## src/rtl/core/bsa_pkg.sv

```systemverilog
// Shared codes and constants of the bitmap slot allocator.
`timescale 1ns / 1ps

package bsa_pkg;

  localparam int unsigned WORD_BITS = 32;
  localparam int unsigned DIV_ITER  = 16;

  localparam logic CMD_ALLOC = 1'b0;
  localparam logic CMD_FREE  = 1'b1;

  localparam logic [1:0] ST_OK         = 2'd0;
  localparam logic [1:0] ST_FULL       = 2'd1;
  localparam logic [1:0] ST_MISALIGNED = 2'd2;
  localparam logic [1:0] ST_RANGE      = 2'd3;

  localparam logic [1:0] REG_CAPACITY = 2'd0;
  localparam logic [1:0] REG_OBJ_SIZE = 2'd1;
  localparam logic [1:0] REG_BASE     = 2'd2;

  localparam logic [8:0]  CAPACITY_RST = 9'd256;
  localparam logic [15:0] OBJ_SIZE_RST = 16'd1;
  localparam logic [31:0] BASE_RST     = 32'd0;

endpackage

```

## src/rtl/core/bitmap_slot_allocator.sv

```systemverilog
// Slot pool allocator over an occupancy bitmap, with serial address-to-slot division.
`timescale 1ns / 1ps

// One request at a time. An allocate reads the bitmap one 32-bit word at a time, in a read
// and a check state, from word 0 up to the first word holding a free slot below the
// capacity in use, then takes a multiply step and an add step to form the slot address.
// A free runs offset / object_size through a restoring divider that retires two
// quotient bits per cycle (a zero object_size skips it), then checks alignment and
// range and clears the bit with one read-modify-write of the bitmap memory. The
// result sits in an output register, so the next request is accepted while it waits.
// The bitmap needs no clearing pass after reset: a per-word valid bit makes a
// never-written word read as all free.
module bitmap_slot_allocator
  import bsa_pkg::*;
#(
  parameter int unsigned CAPACITY = 256
) (
  input  logic        clk_i,
  input  logic        rst_ni,
  input  logic        cfg_we_i,
  input  logic [1:0]  cfg_idx_i,
  input  logic [31:0] cfg_wdata_i,
  input  logic        s_axis_tvalid,
  output logic        s_axis_tready,
  input  logic [31:0] s_axis_tdata,   // object_address
  input  logic        s_axis_tuser,   // cmd
  output logic        m_axis_tvalid,
  input  logic        m_axis_tready,
  output logic [47:0] m_axis_tdata    // status, slot_index, slot_address, zero pad
);

  localparam int unsigned WORD_COUNT = (CAPACITY + WORD_BITS - 1) / WORD_BITS;
  localparam int unsigned WIDX_W     = (WORD_COUNT > 1) ? $clog2(WORD_COUNT) : 1;
  localparam int unsigned SLOT_W     = WIDX_W + 5;
  localparam int unsigned CMP_W      = ((SLOT_W > 9) ? SLOT_W : 9) + 1;
  localparam int unsigned PROD_W     = SLOT_W + 16;

  typedef enum logic [3:0] {
    S_IDLE, S_A_RD, S_A_CHK, S_A_MUL, S_A_ADD,
    S_F_DIV, S_F_RNG, S_F_RD, S_F_WR, S_DONE
  } state_e;

  state_e              state_q;
  logic [8:0]          cap_q;
  logic [15:0]         size_q;
  logic [31:0]         base_q;
  logic [WORD_COUNT-1:0] word_vld_q;
  logic [31:0]         mem_q [WORD_COUNT];
  logic [31:0]         rd_word_q;
  logic                rd_vld_q;
  logic [WIDX_W-1:0]   word_q;
  logic [SLOT_W-1:0]   slot_q;
  logic [PROD_W-1:0]   prod_q;
  logic [31:0]         addr_q;
  logic [31:0]         dq_q;
  logic [15:0]         rem_q;
  logic [3:0]          cnt_q;
  logic [1:0]          res_status_q;
  logic [7:0]          res_index_q;
  logic [31:0]         res_addr_q;
  logic                out_vld_q;
  logic [1:0]          out_status_q;
  logic [7:0]          out_index_q;
  logic [31:0]         out_addr_q;

  logic [CMP_W-1:0]    live_cap;
  logic [CMP_W-1:0]    next_base;
  logic [31:0]         cur_word;
  logic                zero_found;
  logic [4:0]          zero_bit;
  logic [SLOT_W-1:0]   alloc_slot;
  logic                alloc_ok;
  logic                scan_end;
  logic [WIDX_W-1:0]   raddr;
  logic                mem_we;
  logic [WIDX_W-1:0]   mem_waddr;
  logic [31:0]         mem_wdata;
  logic [31:0]         offset;
  logic [16:0]         div_ra;
  logic [16:0]         div_rb;
  logic [15:0]         div_rem_a;
  logic [15:0]         div_rem;
  logic                div_ga;
  logic                div_gb;
  logic [31:0]         div_dq;
  logic                quot_in_range;
  logic                out_load;

  assign live_cap = (CMP_W'(cap_q) > CMP_W'(CAPACITY)) ? CMP_W'(CAPACITY) : CMP_W'(cap_q);
  assign cur_word = rd_vld_q ? rd_word_q : '0;

  always_comb begin
    zero_found = 1'b0;
    zero_bit   = '0;
    for (int i = 31; i >= 0; i--) begin
      if (!cur_word[i]) begin
        zero_found = 1'b1;
        zero_bit   = 5'(i);
      end
    end
  end

  assign alloc_slot = {word_q, zero_bit};
  assign alloc_ok   = zero_found && (CMP_W'(alloc_slot) < live_cap);
  assign next_base  = CMP_W'({word_q, 5'b0}) + CMP_W'(WORD_BITS);
  assign scan_end   = (word_q == WIDX_W'(WORD_COUNT - 1)) || (next_base >= live_cap);

  assign raddr     = (state_q == S_F_RD) ? slot_q[SLOT_W-1:5] : word_q;
  assign mem_we    = ((state_q == S_A_CHK) && alloc_ok) || (state_q == S_F_WR);
  assign mem_waddr = (state_q == S_F_WR) ? slot_q[SLOT_W-1:5] : word_q;
  assign mem_wdata = (state_q == S_F_WR) ? (cur_word & ~(32'd1 << slot_q[4:0]))
                                         : (cur_word | (32'd1 << zero_bit));

  assign offset = s_axis_tdata - base_q;

  always_comb begin
    div_ra    = {rem_q, dq_q[31]};
    div_ga    = div_ra >= {1'b0, size_q};
    div_rem_a = div_ga ? 16'(div_ra - {1'b0, size_q}) : div_ra[15:0];
    div_rb    = {div_rem_a, dq_q[30]};
    div_gb    = div_rb >= {1'b0, size_q};
    div_rem   = div_gb ? 16'(div_rb - {1'b0, size_q}) : div_rb[15:0];
    div_dq    = {dq_q[29:0], div_ga, div_gb};
  end

  assign quot_in_range = dq_q < 32'(live_cap);
  assign out_load      = (state_q == S_DONE) && (!out_vld_q || m_axis_tready);

  always_ff @(posedge clk_i) begin
    if (mem_we) begin
      mem_q[mem_waddr] <= mem_wdata;
    end
    rd_word_q <= mem_q[raddr];
  end

  always_ff @(posedge clk_i or negedge rst_ni) begin
    if (!rst_ni) begin
      state_q    <= S_IDLE;
      cap_q      <= CAPACITY_RST;
      size_q     <= OBJ_SIZE_RST;
      base_q     <= BASE_RST;
      word_vld_q <= '0;
      rd_vld_q   <= 1'b0;
      out_vld_q  <= 1'b0;
    end else begin
      if (cfg_we_i) begin
        case (cfg_idx_i)
          REG_CAPACITY: cap_q  <= cfg_wdata_i[8:0];
          REG_OBJ_SIZE: size_q <= cfg_wdata_i[15:0];
          REG_BASE:     base_q <= cfg_wdata_i;
          default: ;
        endcase
      end
      if (mem_we) begin
        word_vld_q[mem_waddr] <= 1'b1;
      end
      rd_vld_q <= word_vld_q[raddr];
      if (out_load) begin
        out_vld_q <= 1'b1;
      end else if (out_vld_q && m_axis_tready) begin
        out_vld_q <= 1'b0;
      end

      case (state_q)
        S_IDLE: begin
          if (s_axis_tvalid) begin
            if (s_axis_tuser == CMD_ALLOC) begin
              word_q  <= '0;
              state_q <= S_A_RD;
            end else begin
              addr_q <= s_axis_tdata;
              cnt_q  <= '0;
              if (size_q == '0) begin
                dq_q    <= '0;
                rem_q   <= (offset != '0) ? 16'd1 : 16'd0;
                state_q <= S_F_RNG;
              end else begin
                dq_q    <= offset;
                rem_q   <= '0;
                state_q <= S_F_DIV;
              end
            end
          end
        end
        S_A_RD: state_q <= S_A_CHK;
        S_A_CHK: begin
          if (alloc_ok) begin
            slot_q  <= alloc_slot;
            state_q <= S_A_MUL;
          end else if (scan_end) begin
            res_status_q <= ST_FULL;
            res_index_q  <= '0;
            res_addr_q   <= '0;
            state_q      <= S_DONE;
          end else begin
            word_q  <= word_q + 1'b1;
            state_q <= S_A_RD;
          end
        end
        S_A_MUL: begin
          prod_q  <= PROD_W'(slot_q) * PROD_W'(size_q);
          state_q <= S_A_ADD;
        end
        S_A_ADD: begin
          res_status_q <= ST_OK;
          res_index_q  <= 8'(slot_q);
          res_addr_q   <= base_q + 32'(prod_q);
          state_q      <= S_DONE;
        end
        S_F_DIV: begin
          dq_q  <= div_dq;
          rem_q <= div_rem;
          cnt_q <= cnt_q + 1'b1;
          if (cnt_q == 4'(DIV_ITER - 1)) begin
            state_q <= S_F_RNG;
          end
        end
        S_F_RNG: begin
          if (rem_q != '0) begin
            res_status_q <= ST_MISALIGNED;
            res_index_q  <= '0;
            res_addr_q   <= '0;
            state_q      <= S_DONE;
          end else if (!quot_in_range) begin
            res_status_q <= ST_RANGE;
            res_index_q  <= '0;
            res_addr_q   <= '0;
            state_q      <= S_DONE;
          end else begin
            slot_q  <= dq_q[SLOT_W-1:0];
            state_q <= S_F_RD;
          end
        end
        S_F_RD: state_q <= S_F_WR;
        S_F_WR: begin
          res_status_q <= ST_OK;
          res_index_q  <= 8'(slot_q);
          res_addr_q   <= addr_q;
          state_q      <= S_DONE;
        end
        S_DONE: begin
          if (out_load) begin
            out_status_q <= res_status_q;
            out_index_q  <= res_index_q;
            out_addr_q   <= res_addr_q;
            state_q      <= S_IDLE;
          end
        end
        default: state_q <= S_IDLE;
      endcase
    end
  end

  assign s_axis_tready = (state_q == S_IDLE);
  assign m_axis_tvalid = out_vld_q;
  assign m_axis_tdata  = {6'b0, out_addr_q, out_index_q, out_status_q};

  a_one_in_flight: assert property (@(posedge clk_i) disable iff (!rst_ni)
    s_axis_tvalid && s_axis_tready |=> !s_axis_tready)
    else $error("request accepted while another is in flight");

  a_error_zeroed: assert property (@(posedge clk_i) disable iff (!rst_ni)
    m_axis_tvalid && (m_axis_tdata[1:0] != ST_OK) |->
      (m_axis_tdata[9:2] == '0) && (m_axis_tdata[41:10] == '0))
    else $error("error result carries a nonzero index or address");

  a_div_runs: assert property (@(posedge clk_i) disable iff (!rst_ni)
    (state_q == S_F_DIV) && (cnt_q != 4'(DIV_ITER - 1)) |=>
      (state_q == S_F_DIV) && (cnt_q == $past(cnt_q) + 4'd1))
    else $error("divider left before its last step");

endmodule
```

## config.mk

```make
export PLATFORM = sky130hd
export DESIGN_NAME = bitmap_slot_allocator
export DESIGN_NICKNAME = d
export VERILOG_FILES = /design/src/rtl/core/bsa_pkg.sv /design/src/rtl/core/bitmap_slot_allocator.sv
export SDC_FILE = /design/constraint.sdc
export NUM_CORES = 1
export LEC_CHECK = 0
export BUFFER_PORTS_ARGS = -buffer_cell sky130_fd_sc_hd__clkbuf_2
export CORE_ASPECT_RATIO = 1.75
export CORE_MARGIN = 1.5
export CORE_UTILIZATION = 35
export DETAILED_ROUTE_END_ITERATION = 16
export MAX_ROUTING_LAYER = met4
export PLACE_DENSITY = 0.56
export SETUP_SLACK_MARGIN = 0.5
export SYNTH_ARGS = -nofsm -noshare
export SYNTH_HDL_FRONTEND = slang
export SYNTH_SLANG_ARGS = --single-unit
```

## constraint.sdc

```tcl
create_clock -name clk_i -period 13.3 [get_ports clk_i]
set_input_delay 1.995 -clock clk_i [delete_from_list [all_inputs] [get_ports clk_i]]
set_output_delay 1.995 -clock clk_i [all_outputs]
set_load 0.02 [all_outputs]
```

# [After elaboration in Yosys (flattened, before gate mapping)]
# Memories as Yosys holds them, arrays and structs flattened. A register that Yosys moved wholly into a read port is not among the register bits.
# Index checks and enable logic that the tools add are counted.
[classes] n_mul=1 n_reduce_logical=33 n_lt_le_gt_ge=9 add_sub_neg=7 bitwise_logic=4 muxes=125 n_eq_ne=25 n_shift=2 div=0
[ops] op="$mux 32" n=9
[ops] op="$mux 5" n=32
[ops] op="$pmux 32 s4" n=1
[ops] op="$mux 16" n=4
[ops] op="$pmux 32 s2" n=1
[ops] op="$shl 1x5->32 const A" n=2
[ops] op="$mux 8" n=7
[ops] op="$mux 1" n=40
[ops] op="$mux 4" n=9
[ops] op="$pmux 4 s9" n=1
[ops] op="$ge 17x16->1" n=2
[ops] op="$add 32x24->32" n=1
[ops] op="$and 32x32->32" n=1
[ops] op="$lt 32x9->1" n=1
[ops] op="$not 32->32" n=1
[ops] op="$or 32x32->32" n=1
[ops] op="$pmux 16 s2" n=1
[ops] op="$reduce_bool 32->1" n=1
[ops] op="$sub 16x16->16" n=2
[ops] op="$sub 32x32->32" n=1
[ops] op="$mul 8x16->24" n=1
[ops] op="$pmux 8 s3" n=1
[ops] op="$mux 3" n=7
[ops] op="$ne 2x2->1 const B" n=10
[ops] op="42 further kinds" n=69
[word_totals] regBits=274 mem_bits_rw=256 input_bits=72 output_inout_bits=50 wordCells=227 n_memories=1 rom_bits=0 latchBits=0
[memory_table] memory="mem_q" depth=8 width=32 read_ports=1 rd_clocked_by_memory_dff=1 write_ports=1 line="bitmap_slot_allocator.sv:48" text="logic [31:0] mem_q [WORD_COUNT];"

# [Longest topological paths before layout]
# Gate-level depths: netlist (run 1).
[logic_depth] depth_word=39 ltp_mapped=29 mapped_depth_nobuf=26

# [Worst setup path after synthesis (run 1)]
# OpenSTA, ideal clock, no wires.
[synth_timing] path_type="register to register" start="reg size_q[1]" end="reg rem_q[10] (data pin)" setup_slack_ns=7.435 setup_time_ns=0.266 synth_period_minus_slack_ns=5.865 t_arrival_ns=5.599 path_stages_with_launch=30 path_buffers=3 t_required_ns=13.034 cell_sequence="dfrtp_1 > clkbuf_1 > inv_1 > ha_1 > nor2b_1 > o21a_1 > o21ai_1 > a211oi_2 > and3b_1 > o41ai_2 > a31o_2 > o21a_1 > buf_4 > nor3_4 > mux2_2 > inv_1 > ha_1 > nor2b_1 > o21ai_0 > a21boi_0 > o21ai_0 > a21boi_1 > o21ai_0 > a21oi_1 > o21ai_1 > o31ai_1 > a211oi_2 > buf_2 > mux2i_1 > nor2_1"
[synth_via] elab_chain_cells=5 word_cells_on_any_way=7 classes_between="add/sub: 2; order compare: 2; mux: 3"
[synth_lines] element="from (decl)" line="bitmap_slot_allocator.sv:45" text="logic [15:0] size_q;"
[synth_lines] element="from (signal assigned)" line="bitmap_slot_allocator.sv:149" text="REG_OBJ_SIZE: size_q <= cfg_wdata_i[15:0];"
[synth_lines] element="$sub 16x16->16 or $ge 17x16->1 (tied branches)" line="bitmap_slot_allocator.sv:119, bitmap_slot_allocator.sv:118"
[synth_lines] element="$mux 16" line="bitmap_slot_allocator.sv:119" text="div_rem_a = div_ga ? 16'(div_ra - {1'b0, size_q}) : div_ra[15:0];"
[synth_lines] element="$sub 16x16->16 or $ge 17x16->1 (tied branches)" line="bitmap_slot_allocator.sv:122, bitmap_slot_allocator.sv:121"
[synth_lines] element="$mux 16 (*)" line="bitmap_slot_allocator.sv:122" text="div_rem = div_gb ? 16'(div_rb - {1'b0, size_q}) : div_rb[15:0];"
[synth_lines] element="$pmux 16 s2 (*)" line="bitmap_slot_allocator.sv:164" text="case (state_q)"
[synth_lines] element="to (signal assigned)" line="bitmap_slot_allocator.sv:175" text="rem_q <= (offset != '0) ? 16'd1 : 16'd0;"
[synth_lines] element="to (signal assigned)" line="bitmap_slot_allocator.sv:212" text="rem_q <= div_rem;"
[synth_lines] element="to (decl)" line="bitmap_slot_allocator.sv:56" text="logic [15:0] rem_q;"
# Every way passes the cells marked *; elsewhere a longest branch is shown, timed or not.
# A chain may end at the register's enable or synchronous reset.

# [Worst setup path in the final report (run 1)]
[layout_timing] start="reg size_q[1]" end="reg rem_q[0] (data pin)"
[layout_via] elab_chain_cells=5 word_cells_on_any_way=10 classes_between="add/sub: 1; order compare: 2; mux: 6; reduce/logical: 1"
[layout_lines] element="$sub 16x16->16 (tied with other cells)" line="bitmap_slot_allocator.sv:119"
[layout_lines] element="$mux 16 or $mux 1 (tied branches)" line="bitmap_slot_allocator.sv:119, bitmap_slot_allocator.sv:173"
[layout_lines] element="$ge 17x16->1 or $mux 16 (tied branches)" line="bitmap_slot_allocator.sv:121, bitmap_slot_allocator.sv:167"
[layout_lines] element="$mux 16 (on tied branches)" line="bitmap_slot_allocator.sv:122, bitmap_slot_allocator.sv:166"
[layout_lines] element="$pmux 16 s2 (*)" line="bitmap_slot_allocator.sv:164"
# Every way passes the cells marked *; elsewhere a longest branch is shown, timed or not. The select of a mux whose other input is x is not followed.

==> results.yml, run 1 <==
sta:
  finalSetupViolCount: 0
  period_share_pct: 57.2
  slew_viol_final: 0
  hold_violations: 0
  worst_pin_slew_ps: 1190
  rsz0062_at_grt: "no"
  fmax_mhz: 131
  slew_headroom_pct: 19.9
  fin_ws_ps: 5690
  holdWs_ps: 379
  finClkSkew_ps: 59.8
  period_needed_ps: 7610
  setup-tns-final_ps: 0
setup_path:
  start_kind: "flip-flop"
  cp_top_family: "compound AO/OA/AOI/OAI gates"
  path_max_fanout: 16
  cp_slowest_stage_delay_ps: 730
  critical_path.most_common_cell: "o21ai_0"
  cp_num_cells: 27
  r2r_cells: 27
  cp_slowest_cell: "a211oi_2"
  critPathBufInv: 3
  end_kind: "flip-flop"
  crit_arrival_ps: 8100
  cp.required_ps: 13790
  path_class: "flip-flop to flip-flop"
floorplanning:
  die_w_um: 227
  die_area_um2: 89600
  coreArea_um2: 86800
  start_util_pct: 35.4
  io_pins: 122
  num_rows: 143
  die_h_um: 395
synthesis:
  ys.flop_type: "edfxtp_1"
  netlist_instances: 2409
  synth_cell_types: 87
  ys_warn_count: 0
  synth_top_cell_area_share_pct: 44.9
  synth_commonest_cells: "edfxtp_1 (459), nand2_1 (194), inv_1 (173)"
  synth_edf_count: 459
  synth_top_cell_by_area: "edfxtp_1"
  synth_seq_cells: 562
  synth.most_common_cell: "edfxtp_1"
  synth.avg_cell_area_um2: 12.7
  syn_area_um2: 30700
  ys_seq_area_share_pct: 52.8
  ys_async_sr_fraction_pct: 12.6
  ys_top_cells_by_area: "edfxtp_1 (45%), ha_1 (6.2%), fa_1 (5.7%)"
pwr:
  switching_share_pct: 39.1
  comb_power_share_pct: 43.0
  p_seq_share_pct: 33.8
  power.internal_uw: 4480
  leakagePower_uw: 0.0133
  switching_power_uw: 2880
  pwr-share-clk_pct: 23.2
  vdd_drop_max_mv: 0.188
  p_per_area_nw_per_um2: 212
cts:
  path_clk_slew_ps: 70
  tritoncts: "done"
  cts.repair.resized: 0
  cts_max_level: 2
  post_cts.repair.setup_buffers: 0
  clockRootBuffer: "clkbuf_16"
  clock_sinks: 562
  cts_buffers: 54
  ctsLongestPathBuffers: 3
  clk_latency_ps: 640
  cts_hold_buf: 0
min_path:
  holdCritPathClass: "flip-flop to flip-flop"
  holdPathStages: 0
cells_and_area:
  layout-drive-gt1-share_pct: 17.7
  layout.nets: 2838
  synthToLayoutAreaGrowth_pct: 13.2
  stdcell_area_um2: 34700
  final_util_pct: 40.0
grt:
  antenna_found_initial: 5
  grt.total_usage_pct: 20.5
  grt-ovfl-total: 0
  grt_max_degree: 67
  grt_pass1_vias: 21000
  grt_pass1_wl_mm: 132
detailed_routing:
  drt.antenna.violating_nets: 0
  dr.pass1.iters: 5
  drc: 0
  routed_wl_mm: 88.1
  avgRoutedWirePerCell_um: 23.6
  drt_iter0_drc: 1237
  via_count: 20000
  via_per_inst: 5.36
placement:
  post_dp_cell_area_um2: 32800
  dp_hpwl_mm: 64.2
  preCtsSetupSlack_ps: 5750
  routabilityCongestion: 0.947
  io_buffers: 115
job:
  max-cap-violations: 0
outcome:
  status: "finished, final reports clean"
-- cells by family after synthesis --
family / Yosys count / share of synthesized area, %
XOR/XNOR: 91 / 2.60
adder cells (fa/ha/maj): 241 / 12.0
other: 1 / 0.0122
flip-flops: 562 / 52.8
AND/OR/NAND/NOR: 611 / 9.91
AO/OA/AOI/OAI: 457 / 10.4
buffers and inverters: 266 / 3.40
multiplexers: 180 / 8.97
-- metrics by stage --
stage / cells / power [µW]
2_1_floorplan: 2414 / 4540
3_3_place_gp: 3629 / 5670
3_5_place_dp: 3629 / 5700
4_1_cts: 3731 / 7440
5_1_grt: 3734 / 7760
6_report: 3734 / 7360
-- metal layers --
layer | track usage [%] | up-vias | part of all wire (%) | wire length, µm
met1 | 22.2 | 10200 | 37 | 32600
met5 | - | - | 0 | 0
met4 | 11.3 | 0 | 6.4 | 5590
met3 | 1.84 | 180 | 3.1 | 2750
met2 | 36.6 | 475 | 53 | 47100
li1 | - | 9153 | - | -
-- power by group through the flow --
stage / clock network, µW / logic, µW / registers, µW
after global placement: 0 / 3160 / 2520
after CTS: 1750 / 3200 / 2490
after global routing: 1810 / 3440 / 2510
after detailed placement: 0 / 3180 / 2530
final: 1710 / 3160 / 2490
after floorplan: 0 / 2110 / 2430
-- final timing paths --
| path | slack (ps) | to | from |
|---|---|---|---|
| worst max-delay path | 5690 | rem_q[0]$_DFFE_PP_ | size_q[1]$_DFFE_PN0P_ |
| worst min-delay path | 380 | out_addr_q[1]$_DFFE_PP_ | res_addr_q[1]$_DFFE_PP_ |
| worst max register to register | 5690 | rem_q[0]$_DFFE_PP_ | size_q[1]$_DFFE_PN0P_ |
| worst min register to register | 380 | out_addr_q[1]$_DFFE_PP_ | res_addr_q[1]$_DFFE_PP_ |
| max in group asynchronous | 10810 | base_q[24]$_DFFE_PN0P_ | rst_ni |
| min in group asynchronous | 1230 | state_q[1]$_DFFE_PN0P_ | rst_ni |
-- state kept, by name (all words and copies together), names as in the netlist, 9 cells and up --
name / flops
mem_q: 256
rem_q: 16
rd_word_q: 32
res_addr_q: 32
addr_q: 32
base_q: 32
dq_q: 32
cap_q: 9
prod_q: 24
size_q: 16
out_addr_q: 32
-- layout make-up --
type | count | area [µm²]
multi-input combinational | 1586 | 13600
sequential | 562 | 16200
clock inverter | 35 | 528
fill | 8222 | 52000
clock buffer | 67 | 1440
antenna | 3 | 7.51
inverter | 174 | 653
tap | 1160 | 1450
timing repair buffer | 147 | 818
-- layout by cell type (no fill, tap or decap), types with 32 or more instances in the layout --
cell,count
a21o_1,36
a21oi_1,81
a22o_1,51
and2_1,65
buf_4,33
clkbuf_16,55
clkbuf_2,114
dfrtp_1,69
dfxtp_1,32
edfxtp_1,459
fa_1,88
ha_1,153
inv_1,173
mux2_2,99
mux4_2,66
nand2_1,194
nand3_1,48
nor2_1,101
nor3_1,38
o21ai_0,94
xnor2_1,55
xor2_1,36
Note: power is estimated with default switching activity, not from simulation.
==> run 2: changes to the inputs <==
clock period = 7.4 ns   (was 13.3 ns; I/O delays follow)
==> run 2 against run 1 <==
Count of clock-buffer cells in the layout down 10. Highest routed layer unchanged. Largest cell class unchanged. Sequential share of layout area down 0.17 points. Flip-flop and latch count unchanged. Largest power group unchanged. Global-route usage up 0.18 points. Clock power up 79%. Critical path depth down 2. Register-to-register slack worse by 4700 ps. Final cell count up 0.40%. Non-clock buffer count up 16. Total power up 75%. Die area unchanged.
==> results.yml, run 2 (synthesis gave the netlist of run 1 again) <==
sta:
  fmax_mhz: 155
  slew_viol_final: 0
  hold_violations: 0
  finClkSkew_ps: 66.9
  fin_ws_ps: 955
  period_needed_ps: 6450
  setup-tns-final_ps: 0
  worst_pin_slew_ps: 1220
  slew_headroom_pct: 17.7
  finalSetupViolCount: 0
  rsz0062_at_grt: "no"
  period_share_pct: 87.1
setup_path:
  cp.required_ps: 7880
  r2r-start: "size_q[2]$_DFFE_PN0P_"
  r2r_cells: 25
  crit_arrival_ps: 6920
  end_kind: "flip-flop"
  r2r_end: "rem_q[0]$_DFFE_PP_"
  start_kind: "flip-flop"
  rrSetupSlack_ps: 950
  path_class: "flip-flop to flip-flop"
  path_max_fanout: 15
cts:
  clk_latency_ps: 660
  post_cts.repair.setup_buffers: 0
  cts_buffers: 53
  ctsLongestPathBuffers: 3
  clockRootBuffer: "clkbuf_16"
  cts.repair.resized: 0
  clock_sinks: 562
  cts_max_level: 2
  cts_hold_buf: 0
  tritoncts: "done"
  path_clk_slew_ps: 80
pwr:
  p_per_area_nw_per_um2: 370
  finalPower_uw: 12900
  leakagePower_uw: 0.0134
  vdd_drop_max_mv: 0.256
detailed_routing:
  avgRoutedWirePerCell_um: 23.8
  dr.pass1.iters: 6
  via_count: 20200
  drt_iter0_drc: 1380
  drc: 0
  drt.antenna.violating_nets: 0
  routed_wl_mm: 89.1
  via_per_inst: 5.38
placement:
  io_buffers: 115
  placed_cells: 3645
  dp_hpwl_mm: 65.6
  routabilityCongestion: 0.953
  preCtsSetupSlack_ps: 942
floorplanning:
  die_area_um2: 89600
  die_w_um: 227
  die_h_um: 395
  num_rows: 143
  coreArea_um2: 86800
  io_pins: 122
  start_util_pct: 35.4
cells_and_area:
  layout.nets: 2853
  largest_reg_flops: 256
  fin_cells: 3749
  layout_commonest_cell: "edfxtp_1"
  layout_common_cells: "edfxtp_1 (459), nand2_1 (194), inv_1 (173)"
  top_register: "mem_q"
  layout-drive-gt1-share_pct: 18.3
  synthToLayoutAreaGrowth_pct: 13.6
min_path:
  holdCritPathClass: "primary input to async pin"
grt:
  grt.total_usage_pct: 20.7
  antenna_found_initial: 6
  grt_pass1_vias: 21600
  grt_max_degree: 67
  grt-ovfl-total: 0
  grt_pass1_wl_mm: 133
outcome:
  status: "finished, final reports clean"
job:
  max-cap-violations: 0
[run 2: cell types whose count changed in the layout (fill, tap and decap cells not counted), sizes merged]
cell,delta
buf,+16
clkinv,+5
bufinv,+1
clkbuf,-10
clkinvlp,+1
inv,+1
diode,+1
[run 2: layout make-up]
| type | count | area (µm²) |
|---|---|---|
| Fill cell | 8177 | 51900 |
| Sequential cell | 562 | 16200 |
| Multi-Input combinational cell | 1586 | 13600 |
| Tap cell | 1160 | 1450 |
| Clock buffer | 57 | 1340 |
| Timing Repair Buffer | 163 | 963 |
| Inverter | 174 | 653 |
| Clock inverter | 43 | 609 |
| Antenna cell | 4 | 10.0 |
[run 2: through the flow]
| step | hold WS (ps) | area (µm²) | util (%) |
|---|---|---|---|
| floorplan | 400 | 30700 | - |
| finish | 319 | 34900 | 40.2 |
| detailed placement | 405 | 32900 | 37.9 |
| global placement | 404 | 32900 | 37.9 |
| global route | 310 | 34900 | 40.2 |
| CTS | 282 | 34900 | 40.2 |
[run 2: per-layer routing]
metal / track usage (%) / part of all wire (%) / vias up
met5: - / 0 / -
met4: 11.6 / 6.4 / 0
met3: 2.38 / 3.9 / 205
met2: 36.8 / 53 / 577
met1: 22.1 / 37 / 10200
li1: - / - / 9183
[run 2: power breakdown]
part           internal, µW  switching, µW
Sequential             4150            311
Combinational          2150           3220
Clock                  1760           1310
Total                  8060           4830
[run 2: worst max path at each step]
stage	startpoint	endpoint	depth (start not counted)
after CTS	size_q[2]$_DFFE_PN0P_	rem_q[0]$_DFFE_PP_	25
after floorplan	size_q[1]$_DFFE_PN0P_	rem_q[10]$_SDFFCE_PN0P_	29
after global placement	rem_q[0]$_DFFE_PP_	rem_q[0]$_DFFE_PP_	25
after detailed placement	rem_q[0]$_DFFE_PP_	rem_q[0]$_DFFE_PP_	25
final	size_q[2]$_DFFE_PN0P_	rem_q[0]$_DFFE_PP_	25
after global routing	size_q[2]$_DFFE_PN0P_	rem_q[0]$_DFFE_PP_	25
[run 2: critical path: stages (launching register included)]
cell	delay [ps]
dfrtp_1	520
inv_1	140
ha_1	370
o21a_1	160
o21ai_1	240
a211oi_2	150
and3b_1	290
o41ai_2	100
a31o_2	280
o21a_1	230
nor3_4	260
buf_4	300
mux2_2	370
ha_1	330
o21ai_0	140
a21boi_0	130
o21ai_0	290
a21boi_1	140
o21ai_0	240
a21oi_1	190
o21ai_2	250
o31ai_1	120
a211oi_2	230
buf_4	280
mux2_2	360
mux2i_1	120
